$ cat src/dvrt_pkg.sv
// Shared constants, opcodes and types for the distance-vector route table.
package dvrt_pkg;

   localparam int NUM_DEST_DEFAULT      = 16;
   localparam int NUM_NEIGHBORS_DEFAULT = 8;
   localparam int COST_UNREACH_DEFAULT  = 999999;

   localparam int COST_W = 20;
   localparam int OP_W   = 3;
   localparam int SLOT_W = 3;
   localparam int DEST_W = 4;
   localparam int TICK_W = 16;
   localparam int TMO_W  = 8;

   localparam logic [OP_W-1:0] OP_ADD    = 3'd0;
   localparam logic [OP_W-1:0] OP_ADVERT = 3'd1;
   localparam logic [OP_W-1:0] OP_TICK   = 3'd2;
   localparam logic [OP_W-1:0] OP_COST   = 3'd3;
   localparam logic [OP_W-1:0] OP_QUERY  = 3'd4;

   localparam int TIMEOUT_RESET = 3;

   // One accepted and classified item as it travels from front to back.
   typedef struct packed {
      logic [OP_W-1:0]   opcode;
      logic [SLOT_W-1:0] slot;
      logic [DEST_W-1:0] dest;
      logic [COST_W-1:0] cost;
      logic              first;
      logic              slot_ok;
      logic              dest_ok;
   } item_type;

   localparam int ITEM_W = $bits(item_type);

endpackage

$ cat src/distance_vector_route_table_core.sv
// Top level of the distance-vector route table: front queue plus table sequencer.
// Per item the sequencer goes from idle straight to the response state for add, query and unused
// opcodes, through the relay step for a later advert entry and the direct-edge step before it for
// a first one, through a walk over all destinations for a cost change (not when the slot is
// bad, absent or down), and through a neighbor scan for a tick, with such a walk per downed link.
// It works one item at a time; a two-entry queue takes items meanwhile. Results cannot be stalled.
// Synchronous active-high reset empties the queue, puts all routes at unreachable and timeout at 3.
module distance_vector_route_table_core #(
   parameter int NUM_DEST      = dvrt_pkg::NUM_DEST_DEFAULT,
   parameter int NUM_NEIGHBORS = dvrt_pkg::NUM_NEIGHBORS_DEFAULT,
   parameter int COST_UNREACH  = dvrt_pkg::COST_UNREACH_DEFAULT
) (
   input  logic                          clock,
   input  logic                          reset,
   input  logic                          start,
   output logic                          busy,
   input  logic [dvrt_pkg::OP_W-1:0]     req_opcode,
   input  logic [dvrt_pkg::SLOT_W-1:0]   req_neighbor_slot,
   input  logic [dvrt_pkg::DEST_W-1:0]   req_destination,
   input  logic [dvrt_pkg::COST_W-1:0]   req_cost,
   input  logic                          req_first_of_advert,
   input  logic                          csr_we,
   input  logic [dvrt_pkg::TMO_W-1:0]    csr_wdata,
   output logic                          rsp_valid,
   output logic [dvrt_pkg::COST_W-1:0]   rsp_route_cost,
   output logic [dvrt_pkg::SLOT_W-1:0]   rsp_next_hop_slot,
   output logic                          rsp_has_next_hop,
   output logic [dvrt_pkg::COST_W-1:0]   rsp_advertised_cost,
   output logic                          rsp_table_changed
);
   logic               q_valid, q_pop;
   dvrt_pkg::item_type q_item;

   dvrt_front #(.NUM_DEST(NUM_DEST), .NUM_NEIGHBORS(NUM_NEIGHBORS),
                .COST_UNREACH(COST_UNREACH)) u_front (
      .clock, .reset, .start,
      .req_opcode, .req_neighbor_slot, .req_destination, .req_cost, .req_first_of_advert,
      .full(busy), .q_valid, .q_item, .q_pop
   );

   dvrt_back #(.NUM_DEST(NUM_DEST), .NUM_NEIGHBORS(NUM_NEIGHBORS),
               .COST_UNREACH(COST_UNREACH)) u_back (
      .clock, .reset, .csr_we, .csr_wdata, .q_valid, .q_item, .q_pop,
      .rsp_valid, .rsp_route_cost, .rsp_next_hop_slot, .rsp_has_next_hop,
      .rsp_advertised_cost, .rsp_table_changed
   );
endmodule

$ cat src/dvrt_front.sv
// Front end: accepts items, saturates the cost, range-checks indexes and queues them.
module dvrt_front #(
   parameter int NUM_DEST      = dvrt_pkg::NUM_DEST_DEFAULT,
   parameter int NUM_NEIGHBORS = dvrt_pkg::NUM_NEIGHBORS_DEFAULT,
   parameter int COST_UNREACH  = dvrt_pkg::COST_UNREACH_DEFAULT
) (
   input  logic                          clock,
   input  logic                          reset,
   input  logic                          start,
   input  logic [dvrt_pkg::OP_W-1:0]     req_opcode,
   input  logic [dvrt_pkg::SLOT_W-1:0]   req_neighbor_slot,
   input  logic [dvrt_pkg::DEST_W-1:0]   req_destination,
   input  logic [dvrt_pkg::COST_W-1:0]   req_cost,
   input  logic                          req_first_of_advert,
   output logic                          full,
   output logic                          q_valid,
   output dvrt_pkg::item_type            q_item,
   input  logic                          q_pop
);
   localparam logic [dvrt_pkg::COST_W-1:0] UNR = dvrt_pkg::COST_W'(COST_UNREACH);

   // Two-entry queue.
   dvrt_pkg::item_type ent_ff [2];
   dvrt_pkg::item_type ent_in [2];
   logic [1:0] cnt_ff, cnt_in;
   logic       push;
   dvrt_pkg::item_type cls;

   always_comb begin
      cls.opcode  = req_opcode;
      cls.slot    = req_neighbor_slot;
      cls.dest    = req_destination;
      cls.cost    = (req_cost >= UNR) ? UNR : req_cost;
      cls.first   = req_first_of_advert;
      cls.slot_ok = 32'(req_neighbor_slot) < NUM_NEIGHBORS;
      cls.dest_ok = 32'(req_destination) < NUM_DEST;
   end

   assign full    = (cnt_ff == 2'd2);
   assign push    = start && !full;
   assign q_valid = (cnt_ff != 2'd0);
   assign q_item  = ent_ff[0];

   always_comb begin
      ent_in[0] = ent_ff[0];
      ent_in[1] = ent_ff[1];
      cnt_in    = cnt_ff;
      if (q_pop) begin
         ent_in[0] = ent_ff[1];
      end
      if (push) begin
         if (q_pop) begin
            // A push with a pop only happens with one item held, so the new item is at the head.
            ent_in[0] = cls;
         end else begin
            ent_in[cnt_ff[0]] = cls;
         end
      end
      cnt_in = cnt_ff + {1'b0, push} - {1'b0, q_pop};
   end

   always_ff @(posedge clock) begin
      if (reset) begin
         cnt_ff <= 2'd0;
      end else begin
         cnt_ff <= cnt_in;
      end
      ent_ff[0] <= ent_in[0];
      ent_ff[1] <= ent_in[1];
   end

   a_no_overflow: assert property (@(posedge clock) disable iff (reset)
      cnt_ff <= 2'd2) else $error("queue count out of range");
   a_pop_valid: assert property (@(posedge clock) disable iff (reset)
      q_pop |-> q_valid) else $error("pop from empty queue");
   a_full_no_push: assert property (@(posedge clock) disable iff (reset)
      full |=> cnt_ff != 2'd0) else $error("full queue emptied at once");
endmodule

$ cat src/dvrt_back.sv
// Back end: a sequencer that applies one item to the route and neighbor tables.
module dvrt_back #(
   parameter int NUM_DEST      = dvrt_pkg::NUM_DEST_DEFAULT,
   parameter int NUM_NEIGHBORS = dvrt_pkg::NUM_NEIGHBORS_DEFAULT,
   parameter int COST_UNREACH  = dvrt_pkg::COST_UNREACH_DEFAULT
) (
   input  logic                          clock,
   input  logic                          reset,
   input  logic                          csr_we,
   input  logic [dvrt_pkg::TMO_W-1:0]    csr_wdata,
   input  logic                          q_valid,
   input  dvrt_pkg::item_type            q_item,
   output logic                          q_pop,
   output logic                          rsp_valid,
   output logic [dvrt_pkg::COST_W-1:0]   rsp_route_cost,
   output logic [dvrt_pkg::SLOT_W-1:0]   rsp_next_hop_slot,
   output logic                          rsp_has_next_hop,
   output logic [dvrt_pkg::COST_W-1:0]   rsp_advertised_cost,
   output logic                          rsp_table_changed
);
   localparam int CW = dvrt_pkg::COST_W;
   localparam int SW = dvrt_pkg::SLOT_W;
   localparam int DW = dvrt_pkg::DEST_W;
   localparam int TW = dvrt_pkg::TICK_W;
   localparam int NDI = (NUM_DEST > 1) ? $clog2(NUM_DEST) : 1;
   localparam int NNI = (NUM_NEIGHBORS > 1) ? $clog2(NUM_NEIGHBORS) : 1;
   localparam logic [CW-1:0] UNR = CW'(COST_UNREACH);

   localparam logic [2:0] S_IDLE  = 3'd0;
   localparam logic [2:0] S_DIR   = 3'd1;
   localparam logic [2:0] S_REL   = 3'd2;
   localparam logic [2:0] S_TSCAN = 3'd3;
   localparam logic [2:0] S_REBAS = 3'd4;
   localparam logic [2:0] S_RESP  = 3'd5;

   // Route table in flip-flops; reset puts every route at unreachable.
   logic [CW-1:0] rc_ff [NUM_DEST];
   logic [SW-1:0] rh_ff [NUM_DEST];
   logic          rv_ff [NUM_DEST];
   logic [DW-1:0] nd_ff [NUM_NEIGHBORS];
   logic [CW-1:0] nl_ff [NUM_NEIGHBORS];
   logic [CW-1:0] no_ff [NUM_NEIGHBORS];
   logic [TW-1:0] nh_ff [NUM_NEIGHBORS];
   logic          np_ff [NUM_NEIGHBORS];
   logic [TW-1:0] tick_ff;
   logic          chg_ff;
   logic [dvrt_pkg::TMO_W-1:0] tmo_ff;

   logic [2:0]          st_ff;
   dvrt_pkg::item_type  it_ff;
   logic [NNI:0]        ncnt_ff;   // neighbor scan position during a tick
   logic [NDI:0]        dcnt_ff;   // destination walk during a re-base
   logic [SW-1:0]       rslot_ff;
   logic [CW-1:0]       rold_ff, rnew_ff;
   logic                rtick_ff;  // re-base was started by the tick scan

   logic [NNI-1:0] s;
   logic [NDI-1:0] di, ndi, wi;
   logic [NNI-1:0] ni, rsi;
   logic           live;
   logic [CW:0]    sum;
   logic [CW-1:0]  t;
   logic [CW+1:0]  rb;
   logic [CW-1:0]  rbc;
   logic [TW-1:0]  silent;
   logic [DW-1:0]  nbr_dest;
   logic           nbr_dest_ok;

   assign s      = NNI'(it_ff.slot);
   assign di     = NDI'(it_ff.dest);
   assign ni     = ncnt_ff[NNI-1:0];
   assign wi     = dcnt_ff[NDI-1:0];
   assign rsi    = NNI'(rslot_ff);
   assign live   = it_ff.slot_ok && np_ff[s];
   assign nbr_dest    = nd_ff[s];
   assign nbr_dest_ok = 32'(nbr_dest) < NUM_DEST;
   assign ndi    = NDI'(nbr_dest);
   assign sum    = {1'b0, nl_ff[s]} + {1'b0, it_ff.cost};
   assign t      = (sum >= {1'b0, UNR}) ? UNR : sum[CW-1:0];
   assign rb     = {2'b00, rc_ff[wi]} - {2'b00, rold_ff} + {2'b00, rnew_ff};
   assign rbc    = rb[CW+1] ? '0 : ((rb[CW:0] >= {1'b0, UNR}) ? UNR : rb[CW-1:0]);
   assign silent = tick_ff - nh_ff[ni];
   assign q_pop  = (st_ff == S_IDLE) && q_valid;

   always_ff @(posedge clock) begin
      if (reset) begin
         st_ff     <= S_IDLE;
         tick_ff   <= '0;
         chg_ff    <= 1'b0;
         tmo_ff    <= dvrt_pkg::TMO_W'(dvrt_pkg::TIMEOUT_RESET);
         rsp_valid <= 1'b0;
         for (int i = 0; i < NUM_DEST; i++) begin
            rc_ff[i] <= UNR;
            rh_ff[i] <= '0;
            rv_ff[i] <= 1'b0;
         end
         for (int i = 0; i < NUM_NEIGHBORS; i++) begin
            nd_ff[i] <= '0;
            nl_ff[i] <= UNR;
            no_ff[i] <= UNR;
            nh_ff[i] <= '0;
            np_ff[i] <= 1'b0;
         end
      end else begin
         rsp_valid <= 1'b0;
         if (csr_we) begin
            tmo_ff <= csr_wdata;
         end
         case (st_ff)
            S_IDLE: begin
               if (q_valid) begin
                  it_ff <= q_item;
                  case (q_item.opcode)
                     dvrt_pkg::OP_ADD: begin
                        if (q_item.slot_ok) begin
                           np_ff[NNI'(q_item.slot)] <= 1'b1;
                           nd_ff[NNI'(q_item.slot)] <= q_item.dest;
                           nl_ff[NNI'(q_item.slot)] <= q_item.cost;
                           no_ff[NNI'(q_item.slot)] <= q_item.cost;
                           nh_ff[NNI'(q_item.slot)] <= tick_ff;
                           if (q_item.dest_ok) begin
                              rc_ff[NDI'(q_item.dest)] <= q_item.cost;
                              rh_ff[NDI'(q_item.dest)] <= q_item.slot;
                              rv_ff[NDI'(q_item.dest)] <= 1'b1;
                           end
                        end
                        st_ff <= S_RESP;
                     end
                     dvrt_pkg::OP_ADVERT: begin
                        st_ff <= q_item.first ? S_DIR : S_REL;
                     end
                     dvrt_pkg::OP_TICK: begin
                        tick_ff <= tick_ff + 1'b1;
                        ncnt_ff <= '0;
                        st_ff   <= S_TSCAN;
                     end
                     dvrt_pkg::OP_COST: begin
                        st_ff    <= S_RESP;
                        rslot_ff <= q_item.slot;
                        rnew_ff  <= q_item.cost;
                        rold_ff  <= nl_ff[NNI'(q_item.slot)];
                        rtick_ff <= 1'b0;
                        dcnt_ff  <= '0;
                        if (q_item.slot_ok && np_ff[NNI'(q_item.slot)] &&
                            nl_ff[NNI'(q_item.slot)] != UNR) begin
                           st_ff <= S_REBAS;
                        end
                     end
                     default: begin
                        st_ff <= S_RESP;
                     end
                  endcase
               end
            end
            S_DIR: begin
               // First entry: clear flag, restore link, refresh, direct edge.
               st_ff <= S_REL;
               if (live) begin
                  chg_ff <= 1'b0;
                  if (nl_ff[s] >= UNR) begin
                     nl_ff[s] <= no_ff[s];
                  end
                  nh_ff[s] <= tick_ff;
                  if (nbr_dest_ok) begin
                     if ((rv_ff[ndi] && rh_ff[ndi] == it_ff.slot) ||
                         ((nl_ff[s] >= UNR ? no_ff[s] : nl_ff[s]) < rc_ff[ndi])) begin
                        if (rc_ff[ndi] != (nl_ff[s] >= UNR ? no_ff[s] : nl_ff[s])) begin
                           chg_ff <= 1'b1;
                        end
                        rc_ff[ndi] <= (nl_ff[s] >= UNR) ? no_ff[s] : nl_ff[s];
                        rh_ff[ndi] <= it_ff.slot;
                        rv_ff[ndi] <= 1'b1;
                     end
                  end
               end
            end
            S_REL: begin
               st_ff <= S_RESP;
               if (live && it_ff.dest_ok) begin
                  if ((rv_ff[di] && rh_ff[di] == it_ff.slot) || t < rc_ff[di]) begin
                     if (rc_ff[di] != t) begin
                        chg_ff <= 1'b1;
                     end
                     rc_ff[di] <= t;
                     rh_ff[di] <= it_ff.slot;
                     rv_ff[di] <= 1'b1;
                  end
               end
            end
            S_TSCAN: begin
               if (32'(ncnt_ff) >= NUM_NEIGHBORS) begin
                  st_ff <= S_RESP;
               end else begin
                  ncnt_ff <= ncnt_ff + 1'b1;
                  if (np_ff[ni] && silent > TW'(tmo_ff) && nl_ff[ni] != UNR) begin
                     rslot_ff <= SW'(ni);
                     rold_ff  <= nl_ff[ni];
                     rnew_ff  <= UNR;
                     rtick_ff <= 1'b1;
                     dcnt_ff  <= '0;
                     st_ff    <= S_REBAS;
                  end
               end
            end
            S_REBAS: begin
               if (32'(dcnt_ff) >= NUM_DEST) begin
                  nl_ff[rsi] <= rnew_ff;
                  if (!rtick_ff) begin
                     no_ff[rsi] <= rnew_ff;
                  end
                  st_ff <= rtick_ff ? S_TSCAN : S_RESP;
               end else begin
                  dcnt_ff <= dcnt_ff + 1'b1;
                  if (rv_ff[wi] && rh_ff[wi] == rslot_ff) begin
                     rc_ff[wi] <= (rc_ff[wi] >= UNR || rnew_ff >= UNR) ? UNR : rbc;
                  end
               end
            end
            S_RESP: begin
               st_ff     <= S_IDLE;
               rsp_valid <= 1'b1;
            end
            default: begin
               st_ff <= S_IDLE;
            end
         endcase
      end
   end

   // Result fields are captured with the strobe.
   always_ff @(posedge clock) begin
      if (st_ff == S_RESP) begin
         rsp_table_changed <= chg_ff;
         if (it_ff.dest_ok) begin
            rsp_route_cost      <= rc_ff[di];
            rsp_next_hop_slot   <= rv_ff[di] ? rh_ff[di] : '0;
            rsp_has_next_hop    <= rv_ff[di];
            rsp_advertised_cost <= (rv_ff[di] && rh_ff[di] == it_ff.slot) ? UNR : rc_ff[di];
         end else begin
            rsp_route_cost      <= UNR;
            rsp_next_hop_slot   <= '0;
            rsp_has_next_hop    <= 1'b0;
            rsp_advertised_cost <= UNR;
         end
      end
   end

   a_one_resp: assert property (@(posedge clock) disable iff (reset)
      rsp_valid |=> !rsp_valid) else $error("back-to-back responses");
   a_resp_idle: assert property (@(posedge clock) disable iff (reset)
      rsp_valid |-> st_ff == S_IDLE) else $error("response outside idle");
   a_pop_resp: assert property (@(posedge clock) disable iff (reset)
      q_pop |=> !rsp_valid) else $error("response right after pop");
   a_adv_bound: assert property (@(posedge clock) disable iff (reset)
      rsp_valid |-> rsp_advertised_cost <= UNR) else $error("cost above unreachable");
endmodule

$ cat config.mk
export PLATFORM = sky130hd
export DESIGN_NAME = distance_vector_route_table_core
export DESIGN_NICKNAME = d
export VERILOG_FILES = /design/src/dvrt_pkg.sv /design/src/distance_vector_route_table_core.sv /design/src/dvrt_front.sv /design/src/dvrt_back.sv
export SDC_FILE = /design/constraint.sdc
export NUM_CORES = 2
export LEC_CHECK = 0
export BUFFER_PORTS_ARGS = -buffer_cell sky130_fd_sc_hd__buf_2
export CAP_MARGIN = 20
export CORE_MARGIN = 5
export CORE_UTILIZATION = 50
export CTS_CLUSTER_DIAMETER = 30
export CTS_CLUSTER_SIZE = 8
export DETAILED_ROUTE_END_ITERATION = 7
export PLACE_DENSITY_LB_ADDON = 0.12
export REMOVE_ABC_BUFFERS = 1
export SETUP_SLACK_MARGIN = 0.4
export SYNTH_ARGS = -nofsm -noshare
export SYNTH_HDL_FRONTEND = slang
export SYNTH_SLANG_ARGS = --single-unit
$ cat constraint.sdc
create_clock -name clock -period 11.7 [get_ports clock]
set_input_delay 0.585 -clock clock [delete_from_list [all_inputs] [get_ports clock]]
set_output_delay 0.585 -clock clock [all_outputs]
set_load 0.01 [all_outputs]
# Word-level counts from Yosys, hierarchy flattened
# Memories as Yosys holds them, arrays and structs flattened. A register that Yosys moved wholly into a read port is not among the register bits.
# Cells that the tools add are included.
[totals]
mem_count = 9
reg_bits = 158
out_inout_bits = 47
in_bits = 43
word_cells = 312
mem_bits_rw = 938
[op_classes]
add_sub_neg = 9
reduce_logical = 50
bitwise_logic = 3
eq_ne = 28
n_lt_le_gt_ge = 13
mux = 178
[memory_table]
columns = ["memory", "words", "width", "rd", "rd_clocked_by_memory_dff", "write_ports", "line_no", "rtl"]
rows = [
  ["u_back.rc_ff", 16, 20, 3, 2, 16, "dvrt_back.sv:37", "logic [CW-1:0] rc_ff [NUM_DEST];"],
  ["u_back.nl_ff", 8, 20, 3, 2, 8, "dvrt_back.sv:41", "logic [CW-1:0] nl_ff [NUM_NEIGHBORS];"],
  ["u_back.no_ff", 8, 20, 1, 1, 8, "dvrt_back.sv:42", "logic [CW-1:0] no_ff [NUM_NEIGHBORS];"],
  ["u_back.nh_ff", 8, 16, 1, 1, 8, "dvrt_back.sv:43", "logic [TW-1:0] nh_ff [NUM_NEIGHBORS];"],
  ["u_front.ent_ff", 2, 33, 2, 0, 2, "dvrt_front.sv:23", "dvrt_pkg::item_type ent_ff [2];"],
  ["u_back.rh_ff", 16, 3, 3, 2, 16, "dvrt_back.sv:38", "logic [SW-1:0] rh_ff [NUM_DEST];"],
  ["3 more memories", "--", "--", "--", "--", "--", "--", ""],
]
[ops]
columns = ["op", "count"]
rows = [
  ["$mux 20", 23],
  ["$reduce_or 20->1", 9],
  ["$mux 33", 4],
  ["$mux 3", 28],
  ["$mux 1", 83],
  ["$ge 20x20->1 const B", 4],
  ["$mux 4", 20],
  ["$pmux 20 s2", 2],
  ["$bwmux 66", 1],
  ["$mux 66", 1],
  ["$ge 21x20->1 const B", 2],
  ["$lt 20x20->1", 2],
  ["$ne 20x20->1", 2],
  ["$ne 20x20->1 const B", 2],
  ["$demux 33 s1", 1],
  ["$mux 16", 2],
  ["$reduce_or 16->1", 2],
  ["$mux 5", 5],
  ["$add 22x20->22", 1],
  ["$add 20x20->21", 1],
  ["$sub 20x20->21", 1],
  ["$add 16x1->16 const B", 1],
  ["$gt 16x8->1", 1],
  ["$sub 16x16->16", 1],
  ["other kinds (40)", 82],
]

# Depth between registers and ports, before layout
[logic_depth]
word_depth = 13
depth_mapped = 36
mapped_depth_nobuf = 30

# Cells and area by module
# Synthesis repeated with hierarchy kept, for this count alone.
[hier_totals]
hier_cells = 5270
area_unflattened_um2 = 62922.8
[by_module_without_submodules]
columns = ["mod", "n_inst", "seq_area_each_um2", "cells_per_inst", "area_each_um2"]
rows = [
  ["dvrt_back", 1, 30619.4, 5005, 59898.7],
  ["dvrt_front", 1, 1691.6, 265, 3024.2],
]

# Least setup slack after synthesis
# OpenSTA, ideal clock, no wires.
[synth_path]
path_type = "register -> register"
startpoint = "reg with a tool-made name"
endpoint = "mem u_back.rc_ff[11][0] (netlist bit) (enable)"
arrival_time_ps = 8947
setup_ps = 377
required_ps = 11323
path_slack_ps = 2376
path_buffers = 9
stages_incl_launch_ff = 33
period_less_slack_ps = 9324
cell_sequence = "dfxtp_1 > buf_2 > buf_1 > buf_1 > clkbuf_1 > clkbuf_1 > mux2_2 > ha_1 > fa_1 > a211oi_1 > o21bai_1 > a2111oi_1 > o22a_1 > o21ai_1 > a221o_1 > and4b_1 > buf_2 > nand2b_1 > clkbuf_1 > nor2_1 > ha_1 > a211oi_1 > o21ai_0 > o211ai_1 > a21oi_1 > or3_1 > a21oi_1 > clkbuf_1 > o311ai_4 > o31ai_2 > buf_2 > nand2_2 > nand2_1"
[synth_rtl]
columns = ["item", "line_no"]
rows = [
  ["to (decl)", "dvrt_back.sv:37"],
]

==> impl_metrics.env <==
export IMPL_grt_met2_usage_pct=49.7
export IMPL_clock_path_buffers=3
export IMPL_status="finished clean"
export IMPL_vias=48900
export IMPL_syn_area_per_cell_sq_um=11.6
export IMPL_synth_seq_cells=1110
export IMPL_ys_seq_area_share_pct=51.2
export IMPL_syn_area_sq_um=63100
export IMPL_multi_input_area_sq_um=28800
export IMPL_setup_slack_ns=0.912
export IMPL_busiest_layer="met2"
export IMPL_grt_pass1_wl_mm=326
export IMPL_max_freq_ghz=0.0927
export IMPL_final_cells=7433
export IMPL_coreArea_sq_um=125000
export IMPL_grt_use_met3_pct=9.72
export IMPL_drt_iter0_drc=6816
export IMPL_die_w_microns=365
export IMPL_yosysTopAreaCellShare_pct=48.0
export IMPL_arrival_ns=11.25
export IMPL_netlist_cell_type_count=91
export IMPL_setup_tns_ns=0
export IMPL_htree_levels=4
export IMPL_track_usage_pct=33.6
export IMPL_ant_nets=0
export IMPL_io_buffers=89
export IMPL_tightest_slew_ns=1.18
export IMPL_power_density_nw_per_um2=261
export IMPL_cpPeakStageDelay_ns=0.79
export IMPL_seq_area_sq_um=32300
export IMPL_routed_wl_mm=226
export IMPL_crit_family="compound AO/OA/AOI/OAI gates"
export IMPL_hold_class="in -> reg"
export IMPL_fin_nets=5738
export IMPL_antenna_found_initial=9
export IMPL_wire_per_inst_microns=30.4
export IMPL_root_buffer="clkbuf_16"
export IMPL_path_class="reg -> reg"
export IMPL_async_flop_share_pct=0
export IMPL_clock_latency_ns=0.87
export IMPL_end_kind="flop"
export IMPL_ios=90
export IMPL_start_util_pct=50.3
export IMPL_die_area_sq_um=133000
export IMPL_synthCells=5440
export IMPL_netlist_top_cells_count="nand2_1 (1,022), edfxtp_1 (1,008), nor2_1 (579), mux4_2 (400), clkbuf_1 (240)"
export IMPL_areaGrowthSynthToFinish_pct=17.7
export IMPL_finalSetupViolations=0
export IMPL_synth_edff_count=1008
export IMPL_hold_violations=0
export IMPL_yosysTopAreaCell="edfxtp_1"
export IMPL_relSlewSlack_pct=21.0
export IMPL_synthMostInstantiatedCell="nand2_1"
export IMPL_maxCapViolations=0
export IMPL_clkTransAtPathRegs_ns=0.05
export IMPL_cp_max_fo=23
export IMPL_power_leakage_nw=25.6
export IMPL_slowest_stage="a2111oi_1"
export IMPL_post_place_ws_ns=1.08
export IMPL_dr_pass1_iters=6
export IMPL_maxSlewViolCount=0
export IMPL_power_mw=19.4
export IMPL_fill_cells=10000
export IMPL_place_inst=6933
export IMPL_drive_gt1_share_pct=20.9
export IMPL_cts_tree="done"
export IMPL_finalCriticalPeriod_ns=10.79
export IMPL_synth_warnings=0
export IMPL_rows=130
export IMPL_use_met1_pct=46.7
export IMPL_rsz0062_at_grt="false"
export IMPL_start_kind="flop"
export IMPL_yosys_most_used_dff="edfxtp_1"
export IMPL_grt_pass1_vias=46900
export IMPL_synth_area_leaders="edfxtp_1 (48%), mux4_2 (14%), nand2_1 (6.1%)"
export IMPL_die_h_microns=365
export IMPL_cp_required_ns=12.16
export IMPL_ir_worst_vdd_mv=0.175
export IMPL_cts_sinks=1110
export IMPL_path_buf_inv=2
export IMPL_fin_skew_ns=0.0733
export IMPL_post_route_drc_count=0
export IMPL_cts_made_buffers=241
export IMPL_grt_ovfl_total=0
export IMPL_holdWs_ns=0.0631
export IMPL_viasPerCell=6.58
export IMPL_fin_crit_sh_pct=92.2
export IMPL_place_gp_congestion=0.984
export IMPL_grt_max_degree=120
export IMPL_dp_hpwl_mm=154
[area by class of cell]
class                           count  area share (%)
Antenna cell                       10          0.0337
Clock buffer                      298            8.67
Clock inverter                    157            2.83
Inverter                          127           0.642
Multi-Input combinational cell   3814            38.8
Sequential cell                  1110            43.6
Tap cell                         1650            2.78
Timing Repair Buffer              267            2.64
[cell usage in the layout, fill, tap and decap left out, types with 41 or more instances in the layout]
| cell type | instances |
|---|---|
| dfxtp_1 | 89 |
| a31oi_1 | 66 |
| nand2b_1 | 41 |
| and2_1 | 145 |
| buf_2 | 89 |
| a311oi_1 | 64 |
| mux2_2 | 68 |
| mux4_2 | 400 |
| o21ai_0 | 93 |
| clkbuf_16 | 244 |
| a21oi_1 | 155 |
| ha_1 | 130 |
| inv_1 | 125 |
| nand3_1 | 108 |
| nor2b_1 | 62 |
| buf_4 | 141 |
| nand2_1 | 1016 |
| clkinv_2 | 46 |
| nor3_1 | 58 |
| and3_1 | 117 |
| edfxtp_1 | 1008 |
| a22oi_1 | 41 |
| nor2_1 | 576 |
| clkbuf_1 | 41 |
| mux2i_1 | 119 |
[metrics by stage]
stage	area [sq um]	util (%)
3_5_place_dp	65300	52.0
6_report	74200	59.2
2_1_floorplan	61400	-
4_1_cts	74100	59.1
3_3_place_gp	65300	52.0
5_1_grt	74200	59.2
[what timing repair did]
action	in CTS	in global routing
endpoints found under the hold margin	41	0
endpoints found under the setup margin	0	135
hold buffers	30	0
buffers inserted	0	0
gates resized for setup	0	7
[final timing paths]
check,start,slack (ns),cells past startpoint,to
worst max-delay path,flop,0.91,29,u_back.rc_ff[13][1]
worst min-delay path,req_cost[14],0.06,2,flop
worst max register to register,flop,0.91,29,u_back.rc_ff[13][1]
worst min register to register,u_back.rv_ff[10],0.47,2,u_back.rv_ff[10]
[sequential cells by signal (all words and copies together) (netlist names), 2 cells and up, named ones only]
signal and cells:
u_back.rc_ff 320, u_back.nl_ff 160, u_back.no_ff 160, u_back.nh_ff 128
u_back.rh_ff 48, u_front.ent_ff 35, u_back.nd_ff 32, u_back.it_ff 22
u_back.rnew_ff 20, u_back.rold_ff 20, u_back.rsp_advertised_cost 20, u_back.rsp_route_cost 20
u_back.rv_ff 16, u_back.tick_ff 16, u_back.np_ff 8, u_back.tmo_ff 8
u_back.dcnt_ff 5, u_back.di 4, u_back.ncnt_ff 4, u_back.rsi 3
u_back.rsp_next_hop_slot 3, u_back.s 3, u_back.st_ff 3, u_front.cnt_ff 2
[worst register-to-register path, delay by kind of cell (launching register included)]
family          cells  cell delay [ns]
buf+inv             2             0.65
flops               1             0.67
compound gates     12             4.67
mux                 2             0.90
fa+ha+maj           3             1.05
simple gates       10             2.43
[report_power, final]
group / total [mW] / leakage (nW) / internal, mW / switching [mW]
logic: 7.23 / 11.9 / 2.46 / 4.77
registers: 5.16 / 9.63 / 4.67 / 0.490
clock network: 7.02 / 4.08 / 4.71 / 2.31
total: 19.4 / 25.6 / 11.8 / 7.57
[routing by layer]
layer | routed length [microns] | up-vias
li1 | - | 20700
met1 | 88600 | 24400
met2 | 99300 | 3247
met3 | 27100 | 607
met4 | 10600 | 10
met5 | 68 | -
[cells by family (layout without fill, tap and decap cells)]
kind of cell	Yosys count	count (layout)	share of synthesized area (%)
AO/OA/AOI/OAI	743	743	8.21
other	0	10	0
multiplexers	593	593	17.5
AND/OR/NAND/NOR	2270	2270	16.0
adder cells (fa/ha/maj)	134	134	2.71
buffers and inverters	516	849	3.34
flip-flops	1110	1110	51.2
XOR/XNOR	74	74	1.03
(Power assumes the default switching activity.)
